## config.mk

```make
export PLATFORM = sky130hd
export DESIGN_NAME = scalar_kalman_filter_unit
export DESIGN_NICKNAME = d
export VERILOG_FILES = /design/src/rtl/core/skf_pkg.sv /design/src/rtl/core/skf_seq.sv /design/src/rtl/core/scalar_kalman_filter_unit.sv
export SDC_FILE = /design/constraint.sdc
export NUM_CORES = 2
export LEC_CHECK = 0
export BUFFER_PORTS_ARGS = -buffer_cell sky130_fd_sc_hd__buf_2
export CAP_MARGIN = 10
export CORE_MARGIN = 3
export CORE_UTILIZATION = 60
export DETAILED_ROUTE_END_ITERATION = 8
export PLACE_DENSITY_LB_ADDON = 0.05
export SKIP_LAST_GASP = 1
export SLEW_MARGIN = 20
export SYNTH_ARGS = -nofsm -noshare
export SYNTH_HDL_FRONTEND = slang
export SYNTH_SLANG_ARGS = --single-unit
```

## constraint.sdc

```tcl
create_clock -name clk -period 9.1 [get_ports clk]
set_input_delay 0.91 -clock clk [delete_from_list [all_inputs] [get_ports clk]]
set_output_delay 0.91 -clock clk [all_outputs]
set_load 0.05 [all_outputs]
```

## src/rtl/core/skf_pkg.sv

```systemverilog
// Shared types, constants and microcode program of the scalar Kalman filter unit.
`default_nettype none

package skf_pkg;

	localparam int MEAS_W    = 32;
	localparam int INNOV_W   = MEAS_W + 1;
	localparam int REG_W     = 24;
	localparam int COV_W     = 25;
	localparam int CFG_IDX_W = 2;
	localparam int MUL_SPLIT = 16;
	localparam int STEP_W    = 4;

	localparam logic [CFG_IDX_W-1:0] REG_PROCESS_NOISE      = 2'd0;
	localparam logic [CFG_IDX_W-1:0] REG_MEASUREMENT_NOISE  = 2'd1;
	localparam logic [CFG_IDX_W-1:0] REG_INITIAL_COVARIANCE = 2'd2;

	localparam logic [REG_W-1:0] PROCESS_NOISE_RST      = 24'd98304;
	localparam logic [REG_W-1:0] MEASUREMENT_NOISE_RST  = 24'd131072;
	localparam logic [REG_W-1:0] INITIAL_COVARIANCE_RST = 24'd131072;

	typedef logic [STEP_W-1:0] step_t;

	typedef enum logic [3:0] {
		OP_LOAD,
		OP_PRED,
		OP_DENOM,
		OP_DIV,
		OP_GAIN,
		OP_MUL_P,
		OP_COV,
		OP_MUL_LO,
		OP_MUL_HI,
		OP_ACC,
		OP_EST
	} op_t;

	typedef enum logic [1:0] {
		JMP_NEXT,
		JMP_WAIT_IN,
		JMP_LOOP,
		JMP_WAIT_OUT
	} jmp_t;

	typedef struct packed {
		op_t   op;
		jmp_t  jmp;
		step_t target;
	} ctrl_word_t;

	typedef struct packed {
		logic in_fire;
		logic loop_more;
		logic out_free;
	} seq_status_t;

	localparam step_t STEP_LOAD = 4'd0;
	localparam step_t STEP_DIV  = 4'd3;

	function automatic ctrl_word_t prog_word(step_t s);
		ctrl_word_t w;
		case (s)
			4'd0:    w = '{op: OP_LOAD,   jmp: JMP_WAIT_IN,  target: STEP_LOAD};
			4'd1:    w = '{op: OP_PRED,   jmp: JMP_NEXT,     target: STEP_LOAD};
			4'd2:    w = '{op: OP_DENOM,  jmp: JMP_NEXT,     target: STEP_LOAD};
			4'd3:    w = '{op: OP_DIV,    jmp: JMP_LOOP,     target: STEP_DIV};
			4'd4:    w = '{op: OP_GAIN,   jmp: JMP_NEXT,     target: STEP_LOAD};
			4'd5:    w = '{op: OP_MUL_P,  jmp: JMP_NEXT,     target: STEP_LOAD};
			4'd6:    w = '{op: OP_COV,    jmp: JMP_NEXT,     target: STEP_LOAD};
			4'd7:    w = '{op: OP_MUL_LO, jmp: JMP_NEXT,     target: STEP_LOAD};
			4'd8:    w = '{op: OP_MUL_HI, jmp: JMP_NEXT,     target: STEP_LOAD};
			4'd9:    w = '{op: OP_ACC,    jmp: JMP_NEXT,     target: STEP_LOAD};
			4'd10:   w = '{op: OP_EST,    jmp: JMP_WAIT_OUT, target: STEP_LOAD};
			default: w = '{op: OP_LOAD,   jmp: JMP_WAIT_IN,  target: STEP_LOAD};
		endcase
		return w;
	endfunction

endpackage

`default_nettype wire

```

## src/rtl/core/skf_seq.sv

```systemverilog
// Microcode sequencer: step counter, program table lookup and jump logic.
`default_nettype none

module skf_seq
	import skf_pkg::*;
(
	input  wire         clk,
	input  wire         arst_n,
	input  seq_status_t status,
	output ctrl_word_t  ctrl
);

	step_t step_q;
	step_t step_d;

	assign ctrl = prog_word(step_q);

	always_comb begin
		step_d = step_q;
		case (ctrl.jmp)
			JMP_NEXT:     step_d = step_q + step_t'(1);
			JMP_WAIT_IN:  step_d = status.in_fire ? step_q + step_t'(1) : step_q;
			JMP_LOOP:     step_d = status.loop_more ? ctrl.target : step_q + step_t'(1);
			JMP_WAIT_OUT: step_d = status.out_free ? ctrl.target : step_q;
			default:      step_d = STEP_LOAD;
		endcase
	end

	always_ff @(posedge clk or negedge arst_n) begin
		if (!arst_n) begin
			step_q <= STEP_LOAD;
		end else begin
			step_q <= step_d;
		end
	end

endmodule

`default_nettype wire

```

## src/rtl/core/scalar_kalman_filter_unit.sv

```systemverilog
// Scalar Kalman filter unit: config registers, filter state and microcoded datapath.
// One sample is handled at a time: a new input is taken only after the previous estimate
// has gone to the result register, and that step waits while a result is still untaken.
// A restoring divider produces the gain, one gain bit per cycle.
// Reset: config registers take their defaults, estimate clears, covariance loads
// the initial value and the next sample reloads both as the first sample.
`default_nettype none

module scalar_kalman_filter_unit
	import skf_pkg::*;
#(
	parameter int FRAC_BITS = 16
) (
	input  wire                  clk,
	input  wire                  arst_n,
	input  wire                  s_tvalid,
	output logic                 s_tready,
	input  wire  [MEAS_W-1:0]    s_tdata,   // [31:0] measurement
	output logic                 m_tvalid,
	input  wire                  m_tready,
	output logic [MEAS_W-1:0]    m_tdata,   // [31:0] estimate
	input  wire                  cfg_valid,
	output logic                 cfg_ready,
	input  wire  [CFG_IDX_W-1:0] cfg_index,
	input  wire  [REG_W-1:0]     cfg_data
);

	localparam int GAIN_W = FRAC_BITS;
	localparam int QUO_W  = FRAC_BITS + 1;
	localparam int CNT_W  = $clog2(FRAC_BITS + 1);
	localparam int DEN_W  = COV_W + 1;
	localparam int REM_W  = DEN_W + 1;
	localparam int MULA_W = GAIN_W + 1;
	localparam int MULB_W = COV_W + 1;
	localparam int MUL_W  = MULA_W + MULB_W;
	localparam int ACC_W  = GAIN_W + INNOV_W + 1;
	localparam int SHF_W  = ACC_W - FRAC_BITS;
	localparam int RED_W  = MUL_W - FRAC_BITS;
	localparam int SUM_W  = MEAS_W + 3;

	ctrl_word_t  ctrl;
	seq_status_t status;

	logic [REG_W-1:0] q_noise_q;
	logic [REG_W-1:0] r_noise_q;
	logic [REG_W-1:0] p_init_q;

	logic                      first_q;
	logic signed [MEAS_W-1:0]  est_q;
	logic [COV_W-1:0]          cov_q;
	logic                      out_valid_q;
	logic [MEAS_W-1:0]         out_data_q;

	logic signed [MEAS_W-1:0]  meas_q;
	logic signed [INNOV_W-1:0] innov_q;
	logic [COV_W-1:0]          pred_q;
	logic [DEN_W-1:0]          den_q;
	logic [REM_W-1:0]          rem_q;
	logic [QUO_W-1:0]          quo_q;
	logic [CNT_W-1:0]          cnt_q;
	logic [GAIN_W-1:0]         gain_q;
	logic signed [MUL_W-1:0]   mul_q;
	logic signed [ACC_W-1:0]   acc_q;

	logic                      in_fire;
	logic                      out_free;
	logic [DEN_W-1:0]          pred_sum;
	logic                      div_ge;
	logic [REM_W-1:0]          rem_sub;
	logic signed [MULA_W-1:0]  mul_a;
	logic signed [MULB_W-1:0]  mul_b;
	logic signed [MUL_W-1:0]   mul_p;
	logic [RED_W-1:0]          reduce;
	logic [RED_W-1:0]          pred_ext;
	logic [RED_W-1:0]          cov_diff;
	logic signed [SHF_W-1:0]   est_step;
	logic signed [SUM_W-1:0]   est_sum;
	logic signed [MEAS_W-1:0]  est_sat;

	skf_seq u_seq (
		.clk    (clk),
		.arst_n (arst_n),
		.status (status),
		.ctrl   (ctrl)
	);

	assign s_tready  = (ctrl.op == OP_LOAD);
	assign in_fire   = s_tvalid && s_tready;
	assign out_free  = !out_valid_q || m_tready;
	assign m_tvalid  = out_valid_q;
	assign m_tdata   = out_data_q;
	assign cfg_ready = 1'b1;

	assign status = '{in_fire: in_fire, loop_more: (cnt_q != '0), out_free: out_free};

	// config registers
	always_ff @(posedge clk or negedge arst_n) begin
		if (!arst_n) begin
			q_noise_q <= PROCESS_NOISE_RST;
			r_noise_q <= MEASUREMENT_NOISE_RST;
			p_init_q  <= INITIAL_COVARIANCE_RST;
		end else if (cfg_valid && cfg_ready) begin
			case (cfg_index)
				REG_PROCESS_NOISE:      q_noise_q <= cfg_data;
				REG_MEASUREMENT_NOISE:  r_noise_q <= cfg_data;
				REG_INITIAL_COVARIANCE: p_init_q  <= cfg_data;
				default: ;
			endcase
		end
	end

	// datapath arithmetic
	assign pred_sum = {1'b0, cov_q} + {2'b00, q_noise_q};
	assign div_ge   = (rem_q >= {1'b0, den_q});
	assign rem_sub  = div_ge ? rem_q - {1'b0, den_q} : rem_q;

	assign mul_a = signed'({1'b0, gain_q});
	always_comb begin
		case (ctrl.op)
			OP_MUL_P:  mul_b = signed'({1'b0, pred_q});
			OP_MUL_LO: mul_b = signed'({{(MULB_W - MUL_SPLIT){1'b0}},
				innov_q[MUL_SPLIT-1:0]});
			default:   mul_b = signed'({{(MULB_W - (INNOV_W - MUL_SPLIT)){innov_q[INNOV_W-1]}},
				innov_q[INNOV_W-1:MUL_SPLIT]});
		endcase
	end
	assign mul_p = mul_a * mul_b;

	assign reduce   = mul_q[MUL_W-1:FRAC_BITS];
	assign pred_ext = RED_W'(pred_q);
	assign cov_diff = pred_ext - reduce;

	assign est_step = acc_q[ACC_W-1:FRAC_BITS];
	assign est_sum  = SUM_W'(est_q) + SUM_W'(est_step);
	always_comb begin
		if (est_sum[SUM_W-1:MEAS_W-1] == '0 || est_sum[SUM_W-1:MEAS_W-1] == '1) begin
			est_sat = est_sum[MEAS_W-1:0];
		end else if (est_sum[SUM_W-1]) begin
			est_sat = {1'b1, {(MEAS_W - 1){1'b0}}};
		end else begin
			est_sat = {1'b0, {(MEAS_W - 1){1'b1}}};
		end
	end

	// filter state and result register
	always_ff @(posedge clk or negedge arst_n) begin
		if (!arst_n) begin
			first_q     <= 1'b1;
			est_q       <= '0;
			cov_q       <= COV_W'(INITIAL_COVARIANCE_RST);
			out_valid_q <= 1'b0;
		end else begin
			if (in_fire && first_q) begin
				first_q <= 1'b0;
				est_q   <= s_tdata;
				cov_q   <= COV_W'(p_init_q);
			end
			if (ctrl.op == OP_COV) begin
				cov_q <= (reduce > pred_ext) ? '0 : cov_diff[COV_W-1:0];
			end
			if (ctrl.op == OP_EST && out_free) begin
				est_q       <= est_sat;
				out_valid_q <= 1'b1;
			end else if (m_tready) begin
				out_valid_q <= 1'b0;
			end
		end
	end

	// working registers
	always_ff @(posedge clk) begin
		case (ctrl.op)
			OP_LOAD: begin
				if (in_fire) begin
					meas_q <= s_tdata;
				end
			end
			OP_PRED: begin
				pred_q  <= pred_sum[COV_W] ? '1 : pred_sum[COV_W-1:0];
				innov_q <= INNOV_W'(meas_q) - INNOV_W'(est_q);
			end
			OP_DENOM: begin
				den_q <= {1'b0, pred_q} + {2'b00, r_noise_q};
				rem_q <= {2'b00, pred_q};
				quo_q <= '0;
				cnt_q <= CNT_W'(FRAC_BITS);
			end
			OP_DIV: begin
				quo_q <= {quo_q[QUO_W-2:0], div_ge};
				rem_q <= {rem_sub[REM_W-2:0], 1'b0};
				cnt_q <= cnt_q - CNT_W'(1);
			end
			OP_GAIN: begin
				if (den_q == '0) begin
					gain_q <= '0;
				end else if (quo_q[QUO_W-1]) begin
					gain_q <= '1;
				end else begin
					gain_q <= quo_q[GAIN_W-1:0];
				end
			end
			OP_MUL_P, OP_MUL_LO: begin
				mul_q <= mul_p;
			end
			OP_MUL_HI: begin
				acc_q <= ACC_W'(mul_q);
				mul_q <= mul_p;
			end
			OP_ACC: begin
				acc_q <= acc_q + (ACC_W'(mul_q) <<< MUL_SPLIT);
			end
			OP_EST: begin
				if (out_free) begin
					out_data_q <= est_sat;
				end
			end
			default: ;
		endcase
	end

`ifndef SYNTHESIS
	a_out_from_est: assert property (@(posedge clk) disable iff (!arst_n)
		$rose(out_valid_q) |-> $past(ctrl.op == OP_EST))
		else $error("result valid raised outside the estimate step");

	a_accept_starts: assert property (@(posedge clk) disable iff (!arst_n)
		in_fire |=> (ctrl.op == OP_PRED))
		else $error("accepted sample did not start the program");

	a_first_on_accept: assert property (@(posedge clk) disable iff (!arst_n)
		$fell(first_q) |-> $past(in_fire))
		else $error("first-sample flag cleared without a transfer");

	a_div_bounded: assert property (@(posedge clk) disable iff (!arst_n)
		(ctrl.op == OP_DIV && den_q != '0) |=> (rem_q < {den_q, 1'b0}))
		else $error("divider remainder out of range");
`endif

endmodule

`default_nettype wire
```

# Word-level counts from Yosys, hierarchy flattened
# Memory sizes are Yosys's and may differ from the RTL's.
# Index checks and enable logic that the tools add are counted.
word_totals:
  regBits: 441
  romBits: 128
  in_bits: 63
  out_inout_bits: 35
  elab_cells: 94
  memories: 1
memory_table:
  columns: ["name", "words", "width", "rd", "rd_ports_with_merged_regs", "wr", "line_no", "rtl"]
  rows:
  - ["(name not given)", 16, 8, 1, 0, 0, "skf_pkg.sv:62", "case (s)"]
classes:
  n_addsub: 9
  n_mul: 1
  magnitude_cmp: 2
  eq_ne: 18
  mux: 20
  n_reduce_logical: 24
ops:
  columns: ["cell", "count"]
  rows:
  - ["$mux W32", 4]
  - ["$pmux W50 S2", 1]
  - ["$mux W25", 3]
  - ["$pmux W27 S2", 1]
  - ["$add A25 B24 Y26", 2]
  - ["$pmux W26 S2", 1]
  - ["$add A50 B50 Y50", 1]
  - ["$mul A17 B26 Y43", 1]
  - ["$add A32 B34 Y35", 1]
  - ["$pmux W17 S2", 1]
  - ["$sub A32 B32 Y33", 1]
  - ["$ge A27 B26 Y1", 1]
  - ["$gt A27 B25 Y1", 1]
  - ["$logic_not A26 Y1", 1]
  - ["$mux W26", 1]
  - ["$sub A26 B26 Y26", 1]
  - ["$sub A25 B25 Y25", 1]
  - ["$eq A4 B3 Y1 const B", 4]
  - ["$eq A4 B4 Y1 const B", 4]
  - ["$mux W16", 1]
  - ["$pmux W4 S4", 1]
  - ["$mux W4", 3]
  - ["$reduce_and A2 Y1", 6]
  - ["$pmux W5 S2", 1]
  - ["16 further kinds", 31]

# Depth between registers and ports, before layout
# An unclocked memory read counts as a cell.
depth:
  depth_word: 6
  ltp_mapped: 34
  depth_no_buf: 30

# By module
# Synthesis repeated with hierarchy kept, for this count alone.
unflattened:
  cells_unflattened: 4409
  area_unflattened_um2: 42259.3
modules_own_cells:
  columns: ["module", "n_inst", "cells_per_inst", "area_each_um2", "seq_area_each_um2"]
  rows:
  - ["scalar_kalman_filter_unit", 1, 4358, 41755.0, 11994.0]
  - ["skf_seq", 1, 51, 504.2, 100.1]

# Worst setup path after synthesis
# Ideal clock, no wire load.
synth_timing:
  kind: "register to register"
  from: "register u_seq.step_q[0]"
  to: "register mul_q[40] (data pin)"
  setup_time_ns: 0.258
  arrival_time_ns: 7.878
  required_ns: 8.842
  path_slack_ns: 0.964
  path_stages_with_launch: 33
  n_path_buf: 4
  period_less_slack_ns: 8.136
  cell_sequence: "dfrtp_1 clkbuf_1 inv_1 ha_1 nor2b_1 nand2_1 a21boi_1 clkbuf_1 nand2_1 a31oi_1 clkbuf_1 nand2_1 fa_1 inv_1 fa_1 fa_1 fa_1 fa_1 inv_1 fa_1 inv_1 ha_1 clkbuf_1 a2111oi_0 o21ai_1 o21a_1 a31oi_1 a21oi_1 o211ai_1 o21ai_1 a31o_2 a31oi_1 xnor2_1"
synth_via:
  elab_chain_len: 4
  elab_cells_between_ends: 5
  cone_classes: "mul (1); eq/ne (2); mux (1); memory (1)"
synth_rtl:
  columns: ["element", "line_no", "rtl"]
  rows:
  - ["from (decl)", "skf_seq.sv:13", "step_t step_q;"]
  - ["from (signal assigned)", "skf_seq.sv:33", "step_q <= step_d;"]
  - ["$mem_v2 Z16 W8 *", null, null]
  - ["$eq A4 B3 Y1", "scalar_kalman_filter_unit.sv:119", "case (ctrl.op)"]
  - ["$pmux W26 S2 *", "scalar_kalman_filter_unit.sv:119", null]
  - ["$mul A17 B26 Y43 *", "scalar_kalman_filter_unit.sv:127", "assign mul_p = mul_a * mul_b;"]
  - ["named net mul_p[40]", "scalar_kalman_filter_unit.sv:72", "logic signed [MUL_W-1:0] mul_p;"]
  - ["to (signal assigned)", "scalar_kalman_filter_unit.sv:203", "mul_q <= mul_p;"]
  - ["to (signal assigned)", "scalar_kalman_filter_unit.sv:207", "mul_q <= mul_p;"]
  - ["to (decl)", "scalar_kalman_filter_unit.sv:62", "logic signed [MUL_W-1:0] mul_q;"]
# The timed path passes the listed nets; every way through them passes the cells marked *.
# A chain may end at the register's enable or synchronous reset.

# Worst setup path in the final report
layout_timing:
  from: "register u_seq.step_q[2]"
  to: "register mul_q[37] (data pin)"
# The elaborated chain is that of the path after synthesis.

==> flow_metrics.tcl <==
set metrics [dict create \
    reg2reg_to "mul_q[37]" \
    synthMostInstantiatedCell "sky130_fd_sc_hd__inv_1" \
    route.vias.total 31400 \
    numClockSinks 425 \
    gp_congestion 0.946 \
    timing.critical_path.from "u_seq.step_q[2]" \
    drt-pass1-iter-count 6 \
    synth_top_area_share 0.210 \
    grt_first_pass_wirelength_um 180000 \
    maximum_clock_insertion_buffer_count 3 \
    worst_skew_pair.late_latency_ps 610 \
    syn-mean-instance-area_um2 9.72 \
    cts_tree "built" \
    drive_above_1_share 0.0822 \
    achievable-frequency_mhz 117 \
    number_of_cells_on_the_worst_reg_to_reg_path 25 \
    critical-path-top-delay-family "adder cells" \
    synth.lib_cells_used.distinct 94 \
    crit_path_end_kind "flip-flop" \
    synthesis.yosys.warnings 0 \
    worstHoldPathType "in2async" \
    worstSetupStartpointType "flip-flop" \
    layout-area-overhead-vs-synth_pct 7.83 \
    timing.max_cap.violations 0 \
    postCtsResizedCells 0 \
    outcome "complete, no violations" \
    clk_transition_reported_paths_ps 60 \
    async_reset_ff_frac 0.318 \
    post-cts-setup-buffer-count 0 \
    synth.cells.most_frequent "654 x sky130_fd_sc_hd__inv_1, 452 x sky130_fd_sc_hd__nand2_1, 412 x sky130_fd_sc_hd__fa_1" \
    dp_hpwl_um 87800 \
    syn-num-nets 5075 \
    finish.net_count 5141 \
    detail_route.wirelength_um 116000 \
    synthCells 4266 \
    r2r_setup_slack_ps 550 \
    core.rowCount 95 \
    first_global_vias 31200 \
    buffer_ports.inserted 96 \
    num_antenna_cells 0 \
    critical_path.max_stage_delay_ps 650 \
    avgViaCountPerCell 5.93 \
    largest_net_degree_at_the_start_of_global_routing 73 \
    worstPathBufferInverterCount 4 \
    crit_path_top_delay_cell "sky130_fd_sc_hd__and2_1" \
    worstReg2RegStart "u_seq.step_q[2]" \
    path_max_fanout 17 \
    ant_nets 0 \
    grt_remaining_overflow 0 \
    clock_tree.htree_level_count 2 \
    worst_skew_ps 32.9 \
    synth-main-ff-cell "sky130_fd_sc_hd__edfxtp_1" \
    synth.yosys.seq_area_share 0.292 \
    mapped_cell_area_um2 41500 \
    final_min_period_over_clock_period 0.939 \
    remaining_drc_errors 0 \
    cts-root-buf "sky130_fd_sc_hd__clkbuf_16" \
    drv_slew 0 \
    design.portCount 98 \
    route.detailed.wl_per_inst_um 21.9 \
    cp.arrival_ps 8890 \
    die_w_um 269 \
    worst_pin_slew_ps 1130 \
    rsz0062_at_grt "no" \
    die_area_um2 72300 \
    total_cts_buffers 46 \
    ys_top_cells_by_area "sky130_fd_sc_hd__edfxtp_1 21%, sky130_fd_sc_hd__fa_1 20%, sky130_fd_sc_hd__ha_1 10%" \
    cts.hold.buffers_added 0 \
    post-synth-top-area-cell "sky130_fd_sc_hd__edfxtp_1" \
    initial_utilization 0.611 \
    required_ps 9450 \
    grt_use_total 0.325 \
    drtIter0Drc 2940 \
    critical_path_class "reg2reg" \
    die_height_um 269 \
    fin_hold_viols 0 \
    antenna_violations_before_repair 1 \
    layout_min_cycle_time_ps 8550 \
    sum_neg_setup_slack_ps 0 \
    slew_headroom 0.249 \
    synth-edff-count 290 \
    synth-seq-cells 425 \
    critical_path.most_common_cell "sky130_fd_sc_hd__fa_1" \
    fp.coreArea_um2 67900 \
    setup_viol 0 \
]
-- through the flow --
step	hold slack (ps)	util	cells	area, um^2	setup slack (ps)
floorplan	471	-	4266	41500	964
global placement	484	0.634	5205	43000	774
detailed placement	486	0.634	5205	43100	602
CTS	341	0.659	5291	44700	617
global route	365	0.659	5291	44700	46.1
finish	332	0.659	5291	44700	554
-- cell type report --
cell class                      count  area [um^2]
Inverter                          655         2460
Multi-Input combinational cell   3046        26400
Sequential cell                   425        12100
Clock inverter                     25          408
Fill cell                        5528        23100
Timing Repair Buffer              158          952
Clock buffer                       61         1270
Tap cell                          921         1150
-- layout by cell type, fill, tap and decap left out, drive strengths merged, types with 35 or more instances in the layout --
master | Yosys | routed
a31oi | 42 | 42
a21o | 103 | 103
o21ai | 212 | 212
clkbuf | 122 | 61
xor2 | 62 | 62
nand2b | 35 | 35
nand2 | 452 | 452
edfxtp | 290 | 290
fa | 412 | 412
nand3 | 68 | 68
dfrtp | 129 | 129
a21oi | 211 | 211
o21a | 46 | 46
xnor2 | 137 | 137
inv | 654 | 657
mux2 | 75 | 75
nor2 | 192 | 192
and2 | 208 | 208
ha | 334 | 334
nor3 | 43 | 43
mux2i | 41 | 41
buf | 18 | 158
-- how the worst max path moves through the flow --
| stage | to | slack, ps | cells after the start |
|---|---|---|---|
| 2_1_floorplan | mul_q[40] | 960 | 32 |
| 3_3_place_gp | mul_q[40] | 770 | 28 |
| 3_5_place_dp | mul_q[40] | 600 | 28 |
| 4_1_cts | mul_q[40] | 620 | 28 |
| 5_1_grt | mul_q[42] | 50 | 28 |
| 6_report | mul_q[37] | 550 | 25 |
-- worst reg2reg max path: stages, from the launching register on --
cell	delay, ps
sky130_fd_sc_hd__dfrtp_1	460
sky130_fd_sc_hd__inv_1	230
sky130_fd_sc_hd__nor2_1	100
sky130_fd_sc_hd__nand2_1	520
sky130_fd_sc_hd__and2_1	660
sky130_fd_sc_hd__a21o_1	580
sky130_fd_sc_hd__nand2_1	200
sky130_fd_sc_hd__fa_1	540
sky130_fd_sc_hd__fa_1	510
sky130_fd_sc_hd__fa_1	520
sky130_fd_sc_hd__inv_1	50
sky130_fd_sc_hd__fa_1	520
sky130_fd_sc_hd__fa_1	510
sky130_fd_sc_hd__inv_1	60
sky130_fd_sc_hd__fa_1	470
sky130_fd_sc_hd__inv_1	40
sky130_fd_sc_hd__ha_1	400
sky130_fd_sc_hd__nand4_1	120
sky130_fd_sc_hd__nor2_1	210
sky130_fd_sc_hd__nand4_1	210
sky130_fd_sc_hd__a31oi_1	340
sky130_fd_sc_hd__o21ai_0	210
sky130_fd_sc_hd__o21ai_0	360
sky130_fd_sc_hd__a21oi_1	170
sky130_fd_sc_hd__o21ai_0	230
sky130_fd_sc_hd__xnor2_1	80
-- state kept, by name, summed over array words and instances, names as in the netlist, 26 cells and up --
register,cells
mul_q,43
acc_q,34
innov_q,33
est_q,32
m_tdata,32
meas_q,32
rem_q,27
den_q,26
-- kinds of logic (layout without fill, tap and decap cells) --
group	count (synthesis)	count (layout)	synth area share
and+or+nand+nor	1144	1144	0.132
other	1	1	0.0000904
AOI/OAI and AO/OA	840	840	0.131
xor gates and xnor gates	199	199	0.0420
adders and majority gates	746	746	0.300
muxes	116	116	0.0303
DFF	425	425	0.292
buffers and inverters	795	899	0.0737
-- per-layer routing --
| layer | share of wire | up-vias | track usage |
|---|---|---|---|
| met5 | 0.00011 | - | 0 |
| met4 | 0.031 | 2 | 0.0954 |
| met1 | 0.43 | 15500 | 0.469 |
| met3 | 0.087 | 204 | 0.0534 |
| li1 | - | 14400 | - |
| met2 | 0.45 | 1230 | 0.508 |
Power is left out: the tool's default activity adds up to more than one toggle a clock period on the data nets, which glitch-free logic cannot reach.
